==> src/sv/bfr_pkg.sv <==
// Package of types and constants for the buffer frame replacement unit
`default_nettype none
package bfr_pkg;
    localparam int unsigned FRAMES_DEF     = 16;
    localparam int unsigned BLOCK_BITS_DEF = 24;

    typedef enum logic [1:0] {
        POL_LRU   = 2'd0,
        POL_MRU   = 2'd1,
        POL_CLOCK = 2'd2,
        POL_ALT   = 2'd3
    } t_policy;

    typedef enum logic [1:0] {
        KIND_REQ     = 2'd0,
        KIND_RELEASE = 2'd1,
        KIND_DIRTY   = 2'd2,
        KIND_NONE    = 2'd3
    } t_kind;

    typedef enum logic [1:0] {
        ST_HIT     = 2'd0,
        ST_MISS    = 2'd1,
        ST_PINNED  = 2'd2,
        ST_ABSENT  = 2'd3
    } t_status;

    localparam logic REG_POLICY = 1'b0;
    localparam logic REG_FRAMES = 1'b1;

    localparam int unsigned PIN_W     = 8;
    localparam logic [PIN_W-1:0] PIN_MAX = '1;
endpackage
`default_nettype wire

==> src/sv/bfr_if.sv <==
// Valid-ready channel interfaces for request, result and configuration transfers
`default_nettype none
interface bfr_req_if #(parameter int unsigned BLOCK_BITS = 24);
    logic                  valid;
    logic                  ready;
    logic [1:0]            kind;
    logic [BLOCK_BITS-1:0] block_num;
    modport source (output valid, kind, block_num, input ready);
    modport sink   (input valid, kind, block_num, output ready);
endinterface

interface bfr_res_if #(parameter int unsigned BLOCK_BITS = 24);
    logic                  valid;
    logic                  ready;
    logic [1:0]            status;
    logic [3:0]            frame;
    logic                  evict_valid;
    logic [BLOCK_BITS-1:0] victim_block;
    logic                  evict_dirty;
    modport source (output valid, status, frame, evict_valid, victim_block, evict_dirty,
                    input ready);
    modport sink   (input valid, status, frame, evict_valid, victim_block, evict_dirty,
                    output ready);
endinterface

interface bfr_cfg_if;
    logic       valid;
    logic       ready;
    logic       index;
    logic [4:0] data;
    modport source (output valid, index, data, input ready);
    modport sink   (input valid, index, data, output ready);
endinterface
`default_nettype wire

==> src/sv/bfr_frame_table.sv <==
// Per-frame state registers with a single indexed read and update port
`default_nettype none
module bfr_frame_table
    import bfr_pkg::*;
#(
    parameter int unsigned FRAMES     = FRAMES_DEF,
    parameter int unsigned BLOCK_BITS = BLOCK_BITS_DEF,
    localparam int unsigned FW        = $clog2(FRAMES)
) (
    input  wire logic                  i_clk,
    input  wire logic                  i_rst_n,
    input  wire logic [FW-1:0]         i_idx,
    output logic                       o_valid,
    output logic [BLOCK_BITS-1:0]      o_block,
    output logic [PIN_W-1:0]           o_pin,
    output logic                       o_dirty,
    output logic                       o_ref,
    output logic [FW-1:0]              o_age,
    input  wire logic                  i_we,
    input  wire logic                  i_valid,
    input  wire logic [BLOCK_BITS-1:0] i_block,
    input  wire logic [PIN_W-1:0]      i_pin,
    input  wire logic                  i_dirty,
    input  wire logic                  i_ref,
    input  wire logic [FW-1:0]         i_age
);
    logic                  r_valid [FRAMES];
    logic [BLOCK_BITS-1:0] r_block [FRAMES];
    logic [PIN_W-1:0]      r_pin   [FRAMES];
    logic                  r_dirty [FRAMES];
    logic                  r_ref   [FRAMES];
    logic [FW-1:0]         r_age   [FRAMES];

    assign o_valid = r_valid[i_idx];
    assign o_block = r_block[i_idx];
    assign o_pin   = r_pin[i_idx];
    assign o_dirty = r_dirty[i_idx];
    assign o_ref   = r_ref[i_idx];
    assign o_age   = r_age[i_idx];

    always_ff @(posedge i_clk) begin
        if (!i_rst_n) begin
            for (int k = 0; k < FRAMES; k++) begin
                r_valid[k] <= 1'b0;
                r_block[k] <= '0;
                r_pin[k]   <= '0;
                r_dirty[k] <= 1'b0;
                r_ref[k]   <= 1'b0;
                r_age[k]   <= '0;
            end
        end else if (i_we) begin
            r_valid[i_idx] <= i_valid;
            r_block[i_idx] <= i_block;
            r_pin[i_idx]   <= i_pin;
            r_dirty[i_idx] <= i_dirty;
            r_ref[i_idx]   <= i_ref;
            r_age[i_idx]   <= i_age;
        end
    end
endmodule
`default_nettype wire

==> src/sv/buffer_frame_replacement_unit.sv <==
// Top level of the buffer frame replacement unit: sequencer over the frame table
// Sequence: release and mark-dirty run a lookup; a hit runs a lookup and a rank update;
// a miss runs lookup, free search, clock sweep or age scan, rank drop, load and rank
// update. One frame table entry is visited per cycle.
// Throughput: one item at a time; the request channel is ready only when idle.
// Reset: synchronous, active low; clears all frames and clock hand, restores default configuration.
`default_nettype none
module buffer_frame_replacement_unit
    import bfr_pkg::*;
#(
    parameter int unsigned FRAMES     = FRAMES_DEF,
    parameter int unsigned BLOCK_BITS = BLOCK_BITS_DEF
) (
    input  wire logic i_clk,
    input  wire logic i_rst_n,
    bfr_req_if.sink   req,
    bfr_res_if.source res,
    bfr_cfg_if.sink   cfg
);
    localparam int unsigned FW = $clog2(FRAMES);
    localparam int unsigned NW = FW + 1;
    localparam int unsigned CW = NW + 1;

    typedef enum logic [8:0] {
        S_IDLE  = 9'b000000001,
        S_FIND  = 9'b000000010,
        S_FREE  = 9'b000000100,
        S_SCAN  = 9'b000001000,
        S_CLOCK = 9'b000010000,
        S_DROP  = 9'b000100000,
        S_LOAD  = 9'b001000000,
        S_TOUCH = 9'b010000000,
        S_OUT   = 9'b100000000
    } t_state;

    t_state r_state, n_state;
    logic [1:0] r_policy;
    logic [4:0] r_nuse;
    logic [1:0] r_kind;
    logic [BLOCK_BITS-1:0] r_blk;
    logic [NW-1:0] r_i;
    logic [CW-1:0] r_steps;
    logic [FW-1:0] r_hand;
    logic r_found;
    logic [FW-1:0] r_f;
    logic [FW-1:0] r_limit;
    logic [FW-1:0] r_best_age;
    logic r_has_best;
    logic r_ev;
    logic [BLOCK_BITS-1:0] r_evb;
    logic r_evd;
    logic [1:0] r_st;

    logic [NW-1:0] n_act;
    always_comb begin
        if (r_nuse == '0) n_act = NW'(1);
        else if ({27'd0, r_nuse} > 32'(FRAMES)) n_act = NW'(FRAMES);
        else n_act = NW'(r_nuse);
    end

    logic [FW-1:0] t_idx;
    logic t_valid, t_dirty, t_ref, t_we, w_valid, w_dirty, w_ref;
    logic [BLOCK_BITS-1:0] t_block, w_block;
    logic [PIN_W-1:0] t_pin, w_pin;
    logic [FW-1:0] t_age, w_age;

    bfr_frame_table #(.FRAMES(FRAMES), .BLOCK_BITS(BLOCK_BITS)) u_tab (
        .i_clk, .i_rst_n, .i_idx(t_idx),
        .o_valid(t_valid), .o_block(t_block), .o_pin(t_pin), .o_dirty(t_dirty),
        .o_ref(t_ref), .o_age(t_age),
        .i_we(t_we), .i_valid(w_valid), .i_block(w_block), .i_pin(w_pin),
        .i_dirty(w_dirty), .i_ref(w_ref), .i_age(w_age)
    );

    logic [FW-1:0] i_lo;
    assign i_lo = r_i[FW-1:0];
    logic [FW-1:0] hand_next;
    assign hand_next = ({1'b0, r_hand} + NW'(1) < n_act) ? r_hand + FW'(1) : '0;

    logic better;
    always_comb begin
        if (r_policy == POL_MRU) better = t_age < r_best_age;
        else better = t_age > r_best_age;
    end

    assign req.ready = (r_state == S_IDLE);
    assign cfg.ready = 1'b1;
    assign res.valid = (r_state == S_OUT);

    logic [1:0] n_st;
    logic [NW-1:0] n_i;
    always_comb begin
        n_state = r_state;
        n_st = r_st;
        n_i = r_i;
        t_idx = i_lo;
        t_we = 1'b0;
        w_valid = t_valid; w_block = t_block; w_pin = t_pin;
        w_dirty = t_dirty; w_ref = t_ref; w_age = t_age;
        unique case (r_state)
            S_IDLE: begin
                n_i = '0;
                if (req.valid) n_state = S_FIND;
            end
            S_FIND: begin
                if (r_i >= n_act) n_state = S_FIND;
                if (r_found || r_i >= n_act) begin
                    if (r_kind == KIND_NONE || (!r_found && r_kind != KIND_REQ)) begin
                        n_st = ST_ABSENT; n_state = S_OUT;
                    end else if (r_kind == KIND_RELEASE || r_kind == KIND_DIRTY) begin
                        t_idx = r_f; t_we = 1'b1;
                        if (r_kind == KIND_RELEASE) begin
                            if (t_pin != '0) w_pin = t_pin - PIN_W'(1);
                        end else w_dirty = 1'b1;
                        n_st = ST_HIT; n_state = S_OUT;
                    end else if (r_found) begin
                        t_idx = r_f; t_we = 1'b1;
                        if (t_pin != PIN_MAX) w_pin = t_pin + PIN_W'(1);
                        n_st = ST_HIT; n_i = '0; n_state = S_TOUCH;
                    end else begin
                        n_i = '0; n_state = S_FREE;
                    end
                end else n_i = r_i + NW'(1);
            end
            S_FREE: begin
                if (r_i >= n_act) begin
                    n_i = '0;
                    n_state = (r_policy == POL_CLOCK) ? S_CLOCK : S_SCAN;
                end else if (!t_valid) n_state = S_LOAD;
                else n_i = r_i + NW'(1);
            end
            S_SCAN: begin
                if (r_i >= n_act) begin
                    if (r_has_best) begin n_i = '0; n_state = S_DROP; end
                    else begin n_st = ST_PINNED; n_state = S_OUT; end
                end else n_i = r_i + NW'(1);
            end
            S_CLOCK: begin
                t_idx = r_hand;
                if (r_steps >= {n_act, 1'b0}) begin
                    n_st = ST_PINNED; n_state = S_OUT;
                end else if (r_steps == '0 && {1'b0, r_hand} >= n_act) begin
                    n_state = S_CLOCK;
                end else if (t_pin == '0) begin
                    if (!t_ref) begin n_i = '0; n_state = S_DROP; end
                    else begin t_we = 1'b1; w_ref = 1'b0; end
                end
            end
            S_DROP: begin
                if (i_lo != r_f && t_valid && t_age > r_limit && r_i < NW'(FRAMES)) begin
                    t_we = 1'b1; w_age = t_age - FW'(1);
                end
                if (r_i >= NW'(FRAMES - 1)) n_state = S_LOAD;
                else n_i = r_i + NW'(1);
            end
            S_LOAD: begin
                t_idx = r_f; t_we = 1'b1;
                w_valid = 1'b1; w_block = r_blk; w_pin = PIN_W'(1); w_dirty = 1'b0;
                n_st = ST_MISS; n_i = '0; n_state = S_TOUCH;
            end
            S_TOUCH: begin
                t_we = 1'b1;
                if (i_lo == r_f) begin w_age = '0; w_ref = 1'b1; end
                else if (t_valid && t_age < r_limit) w_age = t_age + FW'(1);
                else t_we = 1'b0;
                if (r_i >= NW'(FRAMES - 1)) n_state = S_OUT;
                else n_i = r_i + NW'(1);
            end
            S_OUT: if (res.ready) n_state = S_IDLE;
            default: n_state = S_IDLE;
        endcase
    end

    always_ff @(posedge i_clk) begin
        if (!i_rst_n) begin
            r_state <= S_IDLE;
            r_policy <= POL_LRU;
            r_nuse <= 5'd16;
            r_hand <= '0;
            r_i <= '0;
            r_st <= ST_HIT;
            r_found <= 1'b0;
            r_has_best <= 1'b0;
            r_ev <= 1'b0;
        end else begin
            r_state <= n_state;
            r_st <= n_st;
            r_i <= n_i;
            if (cfg.valid) begin
                if (cfg.index == REG_POLICY) r_policy <= cfg.data[1:0];
                else r_nuse <= cfg.data;
            end
            unique case (r_state)
                S_IDLE: if (req.valid) begin
                    r_kind <= req.kind; r_blk <= req.block_num;
                    r_found <= 1'b0; r_f <= '0; r_ev <= 1'b0;
                    r_evb <= '0; r_evd <= 1'b0; r_has_best <= 1'b0; r_steps <= '0;
                end
                S_FIND: if (!r_found && r_i < n_act && t_valid && t_block == r_blk) begin
                    r_found <= 1'b1; r_f <= i_lo; r_limit <= t_age;
                end else if (r_found && r_kind == KIND_REQ) r_f <= r_f;
                S_FREE: if (r_i < n_act && !t_valid) r_f <= i_lo;
                S_SCAN: if (r_i < n_act && t_valid && t_pin == '0
                            && (!r_has_best || better)) begin
                    r_has_best <= 1'b1; r_f <= i_lo; r_best_age <= t_age;
                    r_ev <= 1'b1; r_evb <= t_block; r_evd <= t_dirty; r_limit <= t_age;
                end
                S_CLOCK: begin
                    if (r_steps == '0 && {1'b0, r_hand} >= n_act) r_hand <= '0;
                    if (r_steps >= {n_act, 1'b0}) begin
                    end else if (r_steps == '0 && {1'b0, r_hand} >= n_act) begin
                    end else begin
                        r_steps <= r_steps + CW'(1);
                        r_hand <= hand_next;
                        if (t_pin == '0 && !t_ref) begin
                            r_f <= r_hand; r_ev <= 1'b1; r_evb <= t_block;
                            r_evd <= t_dirty; r_limit <= t_age;
                        end
                    end
                end
                S_LOAD: r_limit <= '1;
                default: ;
            endcase
            if (r_state == S_TOUCH && n_state == S_OUT) r_found <= r_found;
        end
    end

    always_comb begin
        res.status = r_st;
        res.frame = '0;
        if (r_st == ST_HIT || r_st == ST_MISS) res.frame = 4'(r_f);
        res.evict_valid = (r_st == ST_MISS) && r_ev;
        res.victim_block = res.evict_valid ? r_evb : '0;
        res.evict_dirty = res.evict_valid && r_evd;
    end
endmodule
`default_nettype wire

==> src/flat_wrapper.sv <==
// flat-port wrapper written by rule: the top's interface ports become plain ports
module buffer_frame_replacement_unit_flat import bfr_pkg::*;
#(
    parameter int unsigned FRAMES     = FRAMES_DEF,
    parameter int unsigned BLOCK_BITS = BLOCK_BITS_DEF
)
  (i_clk, i_rst_n, req_valid, req_kind, req_block_num, req_ready, res_valid, res_status, res_frame, res_evict_valid, res_victim_block, res_evict_dirty, res_ready, cfg_valid, cfg_index, cfg_data, cfg_ready);
  bfr_req_if #(.BLOCK_BITS(BLOCK_BITS)) req_i ();
  bfr_res_if #(.BLOCK_BITS(BLOCK_BITS)) res_i ();
  bfr_cfg_if cfg_i ();
  input  wire logic i_clk;
  input  wire logic i_rst_n;
  input wire logic [$bits(req_i.valid)-1:0] req_valid;
  input wire logic [$bits(req_i.kind)-1:0] req_kind;
  input wire logic [$bits(req_i.block_num)-1:0] req_block_num;
  output wire logic [$bits(req_i.ready)-1:0] req_ready;
  output wire logic [$bits(res_i.valid)-1:0] res_valid;
  output wire logic [$bits(res_i.status)-1:0] res_status;
  output wire logic [$bits(res_i.frame)-1:0] res_frame;
  output wire logic [$bits(res_i.evict_valid)-1:0] res_evict_valid;
  output wire logic [$bits(res_i.victim_block)-1:0] res_victim_block;
  output wire logic [$bits(res_i.evict_dirty)-1:0] res_evict_dirty;
  input wire logic [$bits(res_i.ready)-1:0] res_ready;
  input wire logic [$bits(cfg_i.valid)-1:0] cfg_valid;
  input wire logic [$bits(cfg_i.index)-1:0] cfg_index;
  input wire logic [$bits(cfg_i.data)-1:0] cfg_data;
  output wire logic [$bits(cfg_i.ready)-1:0] cfg_ready;
  assign req_i.valid = req_valid;
  assign req_i.kind = req_kind;
  assign req_i.block_num = req_block_num;
  assign req_ready = req_i.ready;
  assign res_valid = res_i.valid;
  assign res_status = res_i.status;
  assign res_frame = res_i.frame;
  assign res_evict_valid = res_i.evict_valid;
  assign res_victim_block = res_i.victim_block;
  assign res_evict_dirty = res_i.evict_dirty;
  assign res_i.ready = res_ready;
  assign cfg_i.valid = cfg_valid;
  assign cfg_i.index = cfg_index;
  assign cfg_i.data = cfg_data;
  assign cfg_ready = cfg_i.ready;
  buffer_frame_replacement_unit #(.FRAMES(FRAMES), .BLOCK_BITS(BLOCK_BITS)) u_core (.i_clk(i_clk), .i_rst_n(i_rst_n), .req(req_i), .res(res_i), .cfg(cfg_i));
endmodule
==> config.mk <==
export PLATFORM = sky130hd
export DESIGN_NAME = buffer_frame_replacement_unit_flat
export DESIGN_NICKNAME = d
export VERILOG_FILES = /design/src/sv/bfr_pkg.sv /design/src/sv/bfr_if.sv /design/src/sv/bfr_frame_table.sv /design/src/sv/buffer_frame_replacement_unit.sv /design/src/flat_wrapper.sv
export SDC_FILE = /design/constraint.sdc
export NUM_CORES = 1
export LEC_CHECK = 0
export BUFFER_PORTS_ARGS = -buffer_cell sky130_fd_sc_hd__buf_4
export CAP_MARGIN = 15
export CORE_MARGIN = 3
export CORE_UTILIZATION = 40
export CTS_CLUSTER_SIZE = 14
export DETAILED_ROUTE_END_ITERATION = 7
export HOLD_SLACK_MARGIN = 0.02
export PLACE_DENSITY_LB_ADDON = 0.12
export SYNTH_ARGS = -nofsm -noshare
export SYNTH_HDL_FRONTEND = slang
export SYNTH_HIERARCHICAL = 1
export SYNTH_SLANG_ARGS = --single-unit
==> constraint.sdc <==
create_clock -name i_clk -period 9.1 [get_ports i_clk]
set_input_delay 2.275 -clock i_clk [delete_from_list [all_inputs] [get_ports i_clk]]
set_output_delay 2.275 -clock i_clk [all_outputs]
set_load 0.02 [all_outputs]
======== Word-level counts from Yosys, hierarchy flattened ========
Memories as Yosys holds them, arrays and structs flattened.
Cells that the tools add are included.
storage, ports and cells
  memory bits (writable) .................. 624
  output and inout bits ................... 35
  register bits ........................... 99
  memories ................................ 6
memory list
  memory                words  bits a word  read ports  clocked after memory_dff  write ports  line                   RTL
  u_core.u_tab.r_block  16     24           1           0                         16           bfr_frame_table.sv:28  logic [BLOCK_BITS-1:0] r_block [FRAMES];
  u_core.u_tab.r_pin    16     8            1           0                         16           bfr_frame_table.sv:29  logic [PIN_W-1:0] r_pin [FRAMES];
  u_core.u_tab.r_age    16     4            1           0                         16           bfr_frame_table.sv:32  logic [FW-1:0] r_age [FRAMES];
  u_core.u_tab.r_dirty  16     1            1           0                         16           bfr_frame_table.sv:30  logic r_dirty [FRAMES];
  u_core.u_tab.r_ref    16     1            1           0                         16           bfr_frame_table.sv:31  logic r_ref [FRAMES];
  u_core.u_tab.r_valid  16     1            1           0                         16           bfr_frame_table.sv:27  logic r_valid [FRAMES];
operators by class
  eq/ne operators ......................... 39
  reduce and logical (&&, ||, !) cells .... 60
  add/sub/neg operators ................... 8
  muxes and demuxes ....................... 150
  $lt $le $gt $ge ......................... 12
  bitwise operators ....................... 2
operator list
  kind                                                                      count
  24-bit 2-to-1 mux                                                         8
  9-bit 2-to-1 mux                                                          16
  4-bit 2-to-1 mux                                                          31
  9-bit case mux with 9 select lines                                        1
  5-bit 2-to-1 mux                                                          15
  8-bit 2-to-1 mux                                                          9
  24-bit case mux with 3 select lines                                       1
  1-bit 2-to-1 mux                                                          44
  5-bit case mux with 6 select lines                                        1
  24-bit == test                                                            1
  24-bit OR reduction                                                       1
  4-bit case mux with 5 select lines                                        1
  9-bit == test (second input constant)                                     2
  6-bit 2-to-1 mux                                                          3
  1-bit logical AND                                                         17
  2-bit by 1-bit inequality test with 1-bit output (second input constant)  8
  4-bit case mux with 4 select lines                                        1
  8-bit case mux with 2 select lines                                        1
  2-bit 2-to-1 mux                                                          7
  7-bit AND reduction                                                       2
  2-bit inequality test (second input constant)                             6
  4-bit case mux with 3 select lines                                        1
  6-bit case mux with 2 select lines                                        1
  6-bit AND reduction                                                       2
  61 further kinds                                                          91

======== Logic depth before layout (Yosys ltp) ========
Gate-level depths: netlist of the first run.
An unclocked memory read counts as a cell.
  depth in word-level cells ............... 18
  gate-level depth with buffers ........... 33
  gate-level depth less buffers ........... 26

======== Cells and area by module ========
Netlist of the first run, hierarchy kept.
by module, submodules not included
  module                         times used  area each (um2)  cells each
  bfr_frame_table                1           28102.0          1902
  buffer_frame_replacement_unit  1           6511.2           683

======== Least setup slack after synthesis of the first run ========
OpenSTA, ideal clock, no wires.
  path kind ............................... flip-flop to flip-flop
  from .................................... register u_core.r_nuse[4]
  to ...................................... memory u_core/u_tab/r_age[15][0] (netlist name) (enable)
  library setup time ...................... 479 ps
  buffers on the path ..................... 4
  slack ................................... 464 ps
  arrival time ............................ 8157 ps
  required time ........................... 8621 ps
  period minus slack after synthesis ...... 8636 ps
  cell stages (with the launch flop) ...... 28
  cells stage by stage .................... dfxtp_1 > inv_1 > nand2_1 > ha_1 > a211o_1 > a221o_1 > nand2b_1 > buf_6 > a21o_1 > a21oi_1 > a22oi_1 > o21ai_0 > buf_6 > buf_6 > buf_2 > mux4_2 > a22oi_1 > nand2_1 > ha_1 > nor2b_1 > o21a_1 > o21ai_0 > a2111oi_2 > nor2_1 > a21oi_1 > a311o_1 > nand4_1 > o21ai_0
RTL lines
  what                    line                                  RTL
  from (decl)             buffer_frame_replacement_unit.sv:38   logic [4:0] r_nuse;
  from (signal assigned)  buffer_frame_replacement_unit.sv:191  else r_nuse <= cfg.data;
  to (decl)               bfr_frame_table.sv:32

==> results of run 1 <==
layout make-up:
type,count,share of cell area
clock buffers,99,0.0567
multi-input cells,1569,0.323
flip-flops and latches,723,0.539
diodes,1,0.0000645
clock inverters,45,0.00848
inverters,30,0.00290
well taps,1144,0.0369
repair buffers,143,0.0325
cells by family (layout without fill, tap and decap cells):
kind of cell	Yosys count	count (layout)	share of synthesized area
and+or+nand+nor	1047	1047	0.174
DFF	723	723	0.605
buffers and inverters	293	317	0.0364
AOI/OAI and AO/OA	256	256	0.0500
muxes	189	189	0.112
adders and majority gates	39	39	0.0141
xor gates and xnor gates	37	37	0.00936
other	1	2	0.000108
worst paths after layout:
kind	start	end	slack, ns	depth (start not counted)
setup / recovery	u_core/r_nuse[4]$_SDFFE_PN1P_	u_core/u_tab/r_block[0][15]$_SDFFCE_PN0P_	0.66	25
hold / removal	u_core/u_tab/r_ref[4]$_DFF_P_	u_core/u_tab/r_ref[4]$_DFF_P_	0.47	2
setup reg to reg	u_core/r_nuse[4]$_SDFFE_PN1P_	u_core/u_tab/r_block[0][15]$_SDFFCE_PN0P_	0.66	25
hold reg to reg	u_core/u_tab/r_ref[4]$_DFF_P_	u_core/u_tab/r_ref[4]$_DFF_P_	0.47	2
layer usage:
metal | vias to the layer above | routed length, um | GRT usage
met5 | - | 0 | 0
met4 | 0 | 2690 | 0.0733
met3 | 144 | 6980 | 0.0401
met2 | 758 | 48100 | 0.362
met1 | 11433 | 42800 | 0.303
li1 | 9871 | - | -
placed cells by master, fill, tap and decap left out, types with 66 or more instances in the layout:
cell / Yosys / layout
clkbuf_16: 0 / 84
nand3_1: 79 / 79
dfxtp_1: 78 / 78
mux4_2: 156 / 156
a22oi_1: 85 / 85
and2_1: 68 / 66
nand2_1: 141 / 140
edfxtp_1: 645 / 645
and3_1: 587 / 587
o21ai_0: 75 / 73
buf_4: 4 / 128
worst min-delay path, delay by kind of cell (launching register included):
kind / cells / cell delay, ns
DFF: 1 / 0.31
AOI/OAI and AO/OA: 1 / 0.06
and+or+nand+nor: 1 / 0.05
registers in the layout, summed over array words and instances (netlist names), 5 cells and up:
register and cells:
u_core/u_tab/r_pin 128, u_core/r_steps 6, u_core/r_i 5, u_core/u_tab/r_ref 16, u_core/u_tab/r_block 384, u_core/u_tab/r_dirty 16
u_core/u_tab/r_valid 16, u_core/r_state 9, u_core/r_blk 24, u_core/u_tab/r_age 64, u_core/r_evb 24, u_core/r_nuse 5
per-stage QoR:
stage / hold slack (ns) / instances / cell area [sq um] / utilization
after CTS: 0.473 / 3752 / 38800 / 0.454
final: 0.471 / 3754 / 38800 / 0.454
after detailed placement: 0.464 / 3608 / 36300 / 0.424
after global routing: 0.488 / 3753 / 38800 / 0.454
after global placement: 0.452 / 3608 / 36300 / 0.424
after floorplan: 0.430 / 2585 / 34600 / -
power by group through the flow:
stage          sequential (mW)  clock [mW]  combinational (mW)
2_1_floorplan             3.81           0               0.489
3_3_place_gp              3.82           0               0.750
3_5_place_dp              3.83           0               0.754
4_1_cts                   3.76        3.22               0.756
5_1_grt                   3.76        3.35               0.807
6_report                  3.76        3.14               0.751
==> metrics.txt, run 1 <==
clk sinks=723; Clock Power Share=0.411; P_int=5.75 mW; initial core utilization=0.405; setup_tns=0 ns; fin nets=2623; largest net degree at the start of global routing=147; Setup Slack @ Placement=0.787 ns; syn_nets=2661; Setup crit end kind=register; Top-Level Pins=72; final worst-path cycle share=0.927; cts repair resizes=0; largest cells by area after synthesis=edfxtp_1 56%, and3_1 11%, mux4_2 10%; Crit Path Max Fanout=124; overall global routing resource usage=0.222; Syn Inst Count=2585; initial antenna violation count=4; vias in the first global route=22656; Buffers on Ports=70; multi-input combinational cell area=12600 sq um; root buf cell=clkbuf_16; final hold violation count=0; CTS tree=done; final worst slack=0.664 ns; Setup Skew=0.0204 ns; Unique masters post-synth=72; DRT Wirelength=101 mm; area leader, netlist=edfxtp_1; Worst-Margin Slew=1.19 ns; cts hold-fix bufs=0; post-route antenna net violation count=0; Post-synth EDFFs=645; Die W=300 um; CP delay by family, top=compound AO/OA/AOI/OAI gates; Worst-Skew Late Latency=0.64 ns; CP max-delay cell=buf_4; Fillers=7571; router iterations before antenna repair=5; DR vias=22206; H-Tree Depth=3; share of cells above drive strength 1=0.189; vias per cell=5.92; first-pass GRT wire length=150 mm; HP Class=register to register; HPWL after DPL=58.5 mm; global route total overflow=0; CP Data Arrival Time=8.93 ns; register area=20900 sq um; synth warn=6; core area=85500 sq um; Die Y=300 um; Max Buffers Root-to-Sink=3; DR iter-0 viols=2210; post-synthesis sequential area ratio=0.605; Slew headroom=0.199; top-area cell type share of the netlist area=0.560; Area Growth Syn to Fin=12.2%; biggest cell delay along the critical path=0.84 ns; Power Total=7.65 mW; P_leak=15.8 nW; count leader, synth=edfxtp_1; status=finished, final reports clean; PwrDens=197 nW/um^2; RSZ-0062 raised after global routing=no; average wire per standard cell=26.8 um; CP startpoint kind=register; DR DRC count=0; Comb pwr share=0.098; area of the die=90100 sq um; Sequential Power Share=0.491; synth cell count leaders=645 x edfxtp_1, 587 x and3_1, 201 x clkbuf_1; Num CTS Buffers=80; Max Slew Vio Count=0; Final setup viols=0; CP Class=register to register; Switch Pwr=1.90 mW; post-CTS setup buffer count=0; VDD IR-drop max=0.000118 V; site row count=107; final worst path period need=8.44 ns; Crit path buffers/inverters=4; Clock Pin Slew Worst Setup and Hold Paths=0.06 ns; Worst Path Required=9.60 ns; ys flop type=edfxtp_1; fmax=119 MHz; synthesized area per cell=13.4 sq um; Synth Register Bits=723; Cell Area, Synth=34600 sq um; Max Cap Viol=0; Post-synth ARST share=0; sw frac=0.249; Routability Congestion=0.872
Power figures use the tool's default switching activity.
==> run 2, diff against run 1 <==
- clock period: 9.1 -> 10.24 ns (I/O delays scaled with it)
==> run 2 against run 1 <==
Effect of this change:
- critical path depth increased by 1
- non-clock buffer count decreased by 14
- first-iteration DRC count decreased by 5.1%
- sequential power decreased by 11%
- largest cell class unchanged
- final area decreased by 0.48%
==> metrics.txt, run 2 (synthesized netlist as in run 1, its figures left out) <==
Buffers on Ports=70 (unchanged); CP Data Arrival Time=9.37 ns (+0.44 ns); site row count=107 (unchanged); P_leak=15.7 nW (-0.64%); fmax=111 MHz (-6.8%); worst reg-to-reg path cell count=26 (+4.0%); Max Buffers Root-to-Sink=3 (unchanged); post-CTS setup buffer count=0 (unchanged); final worst slack=1.19 ns (+0.529 ns); PwrDens=176 nW/um^2 (-11%); post-route antenna net violation count=0 (unchanged); setup_tns=0 ns (unchanged); Clock Pin Slew Worst Setup and Hold Paths=0.06 ns (about the same); HP Class=register to register; Slew headroom=0.276 (+0.0777); CP startpoint kind=register; Worst R2R Setup Slack=1.19 ns (+0.53 ns); initial core utilization=0.405 (unchanged); root buf cell=clkbuf_16; status=finished, final reports clean; commonest non-fill, non-tap cell in the layout=edfxtp_1; Setup Skew=0.0257 ns (+0.00535 ns); VDD IR-drop max=0.000120 V (+1.1%); clk sinks=723 (unchanged); # diodes=0 (-1); register area=20900 sq um (unchanged); multi-input combinational cell area=12600 sq um (about the same); cts repair resizes=0 (unchanged); Placed Area=36100 sq um (-0.54%); final worst path period need=9.05 ns (+0.611 ns); Num CTS Buffers=81 (+1.3%); Die W=300 um (unchanged); Fillers=7482 (-1.2%); Worst-Margin Slew=1.09 ns (-0.106 ns); final worst-path cycle share=0.884 (-0.0435); HPWL after DPL=59.1 mm (+1.1%); CP Class=register to register; vias per cell=5.92 (+0.13%); Design Area, Final=38600 sq um (-0.48%); H-Tree Depth=3 (unchanged); cts hold-fix bufs=0 (unchanged); Die Y=300 um (unchanged); vias in the first global route=22212 (-2.0%); Post-Place Cells=3594 (-0.39%); Max Cap Viol=0 (unchanged); initial antenna violation count=4 (unchanged); share of cells above drive strength 1=0.181 (-0.00749); Max Slew Vio Count=0 (unchanged); Worst Hold Depth=2 (unchanged); Worst Path Required=10.57 ns (+0.97 ns); area of the die=90100 sq um (unchanged); largest net degree at the start of global routing=149 (+1.4%); DR vias=22116 (-0.41%); largest register by flop count=u_core/u_tab/r_block; reg-to-reg endpoint=u_core/u_tab/r_block[6][22]$_SDFFCE_PN0P_; hold_ws=0.472 ns (+0.00174 ns); DR iter-0 viols=2097 (-5.1%); Largest register FFs=384 (unchanged); DR DRC count=0 (unchanged); CTS tree=done; Final setup viols=0 (unchanged); Area Growth Syn to Fin=11.6%; final hold violation count=0 (unchanged); Top-Level Pins=72 (unchanged); Power Total=6.81 mW (-11%); RSZ-0062 raised after global routing=no; biggest regs=u_core/u_tab/r_block (384), u_core/u_tab/r_pin (128), u_core/u_tab/r_age (64); Layout Utilization=0.452 (-0.00219); Non-Filler Instances=3734 (-0.53%); Crit Path Max Fanout=61 (-51%); core area=85500 sq um (unchanged); first-pass GRT wire length=148 mm (-1.3%); Routability Congestion=0.856 (-1.8%); Setup Slack @ Placement=1.32 ns (+0.534 ns); average wire per standard cell=26.4 um (-1.3%); Worst-Skew Late Latency=0.64 ns (about the same); router iterations before antenna repair=5 (unchanged); FF-to-FF Start=u_core/r_nuse[4]$_SDFFE_PN1P_; hold path startpoint=u_core/r_nuse[0]$_SDFFE_PN0P_; DRT Wirelength=98.7 mm (-1.9%); most frequent cells in the layout=645 x edfxtp_1, 587 x and3_1, 156 x mux4_2; Setup crit end kind=register; overall global routing resource usage=0.218 (-0.00464); global route total overflow=0 (unchanged); fin nets=2610 (-0.50%); Worst Hold Endpoint=u_core/r_nuse[0]$_SDFFE_PN0P_
## run 2: worst max-delay path by stage
stage / from / end / slack (ns) / depth (start not counted)
after floorplan: u_core/r_nuse[4]$_SDFFE_PN1P_ / u_core/u_tab/r_age[15][0]$_SDFFCE_PN0P_ / 1.60 / 27
after global placement: u_core/r_nuse[4]$_SDFFE_PN1P_ / u_core/u_tab/r_block[6][23]$_SDFFCE_PN0P_ / 1.56 / 26
after detailed placement: u_core/r_nuse[4]$_SDFFE_PN1P_ / u_core/u_tab/r_block[6][22]$_SDFFCE_PN0P_ / 1.32 / 26
after CTS: u_core/r_nuse[4]$_SDFFE_PN1P_ / u_core/u_tab/r_age[6][3]$_SDFFCE_PN0P_ / 1.25 / 26
after global routing: u_core/r_nuse[4]$_SDFFE_PN1P_ / u_core/u_tab/r_block[6][22]$_SDFFCE_PN0P_ / 0.58 / 26
final: u_core/r_nuse[4]$_SDFFE_PN1P_ / u_core/u_tab/r_block[6][22]$_SDFFCE_PN0P_ / 1.19 / 26
## run 2: power breakdown
part | internal [mW] | switching [mW] | leakage [nW] | total, mW
sequential | 3.30 | 0.0393 | 7.23 | 3.34
clock | 1.61 | 1.20 | 1.24 | 2.82
combinational | 0.220 | 0.437 | 7.20 | 0.657
## run 2: cell type report
class / count / share of cell area
clock buffers: 106 / 0.0567
repair buffers: 129 / 0.0274
inverters: 30 / 0.00291
well taps: 1144 / 0.0370
flip-flops and latches: 723 / 0.542
multi-input cells: 1569 / 0.325
clock inverters: 33 / 0.00913
## run 2: layer usage
| metal | up-vias | track usage | wire (um) |
|---|---|---|---|
| met5 | - | 0 | 0 |
| li1 | 9846 | - | - |
| met1 | 11488 | 0.307 | 43800 |
| met4 | 0 | 0.0514 | 1730 |
| met2 | 670 | 0.356 | 47400 |
| met3 | 112 | 0.0349 | 5840 |
## run 2: critical path, cell delays in order, from the launching register on
cell and delay [ns]:
dfxtp_1 0.35, inv_1 0.15, nand2_1 0.17, ha_1 0.33, and4_1 0.23, a221o_1 0.41, nand2b_1 0.31, a21o_1 0.25
a21oi_1 0.30, a22oi_1 0.14, nand2_1 0.39, nor2b_4 0.91, a22oi_1 0.17, nand2_1 0.35, inv_1 0.16, ha_1 0.20
nor2b_1 0.14, o21a_1 0.15, o21ai_0 0.13, a2111oi_2 0.74, nor2_1 0.14, a21oi_1 0.22, a311o_1 0.27, and4b_4 0.73
and2_1 0.27, nand2b_2 0.77, buf_12 0.27
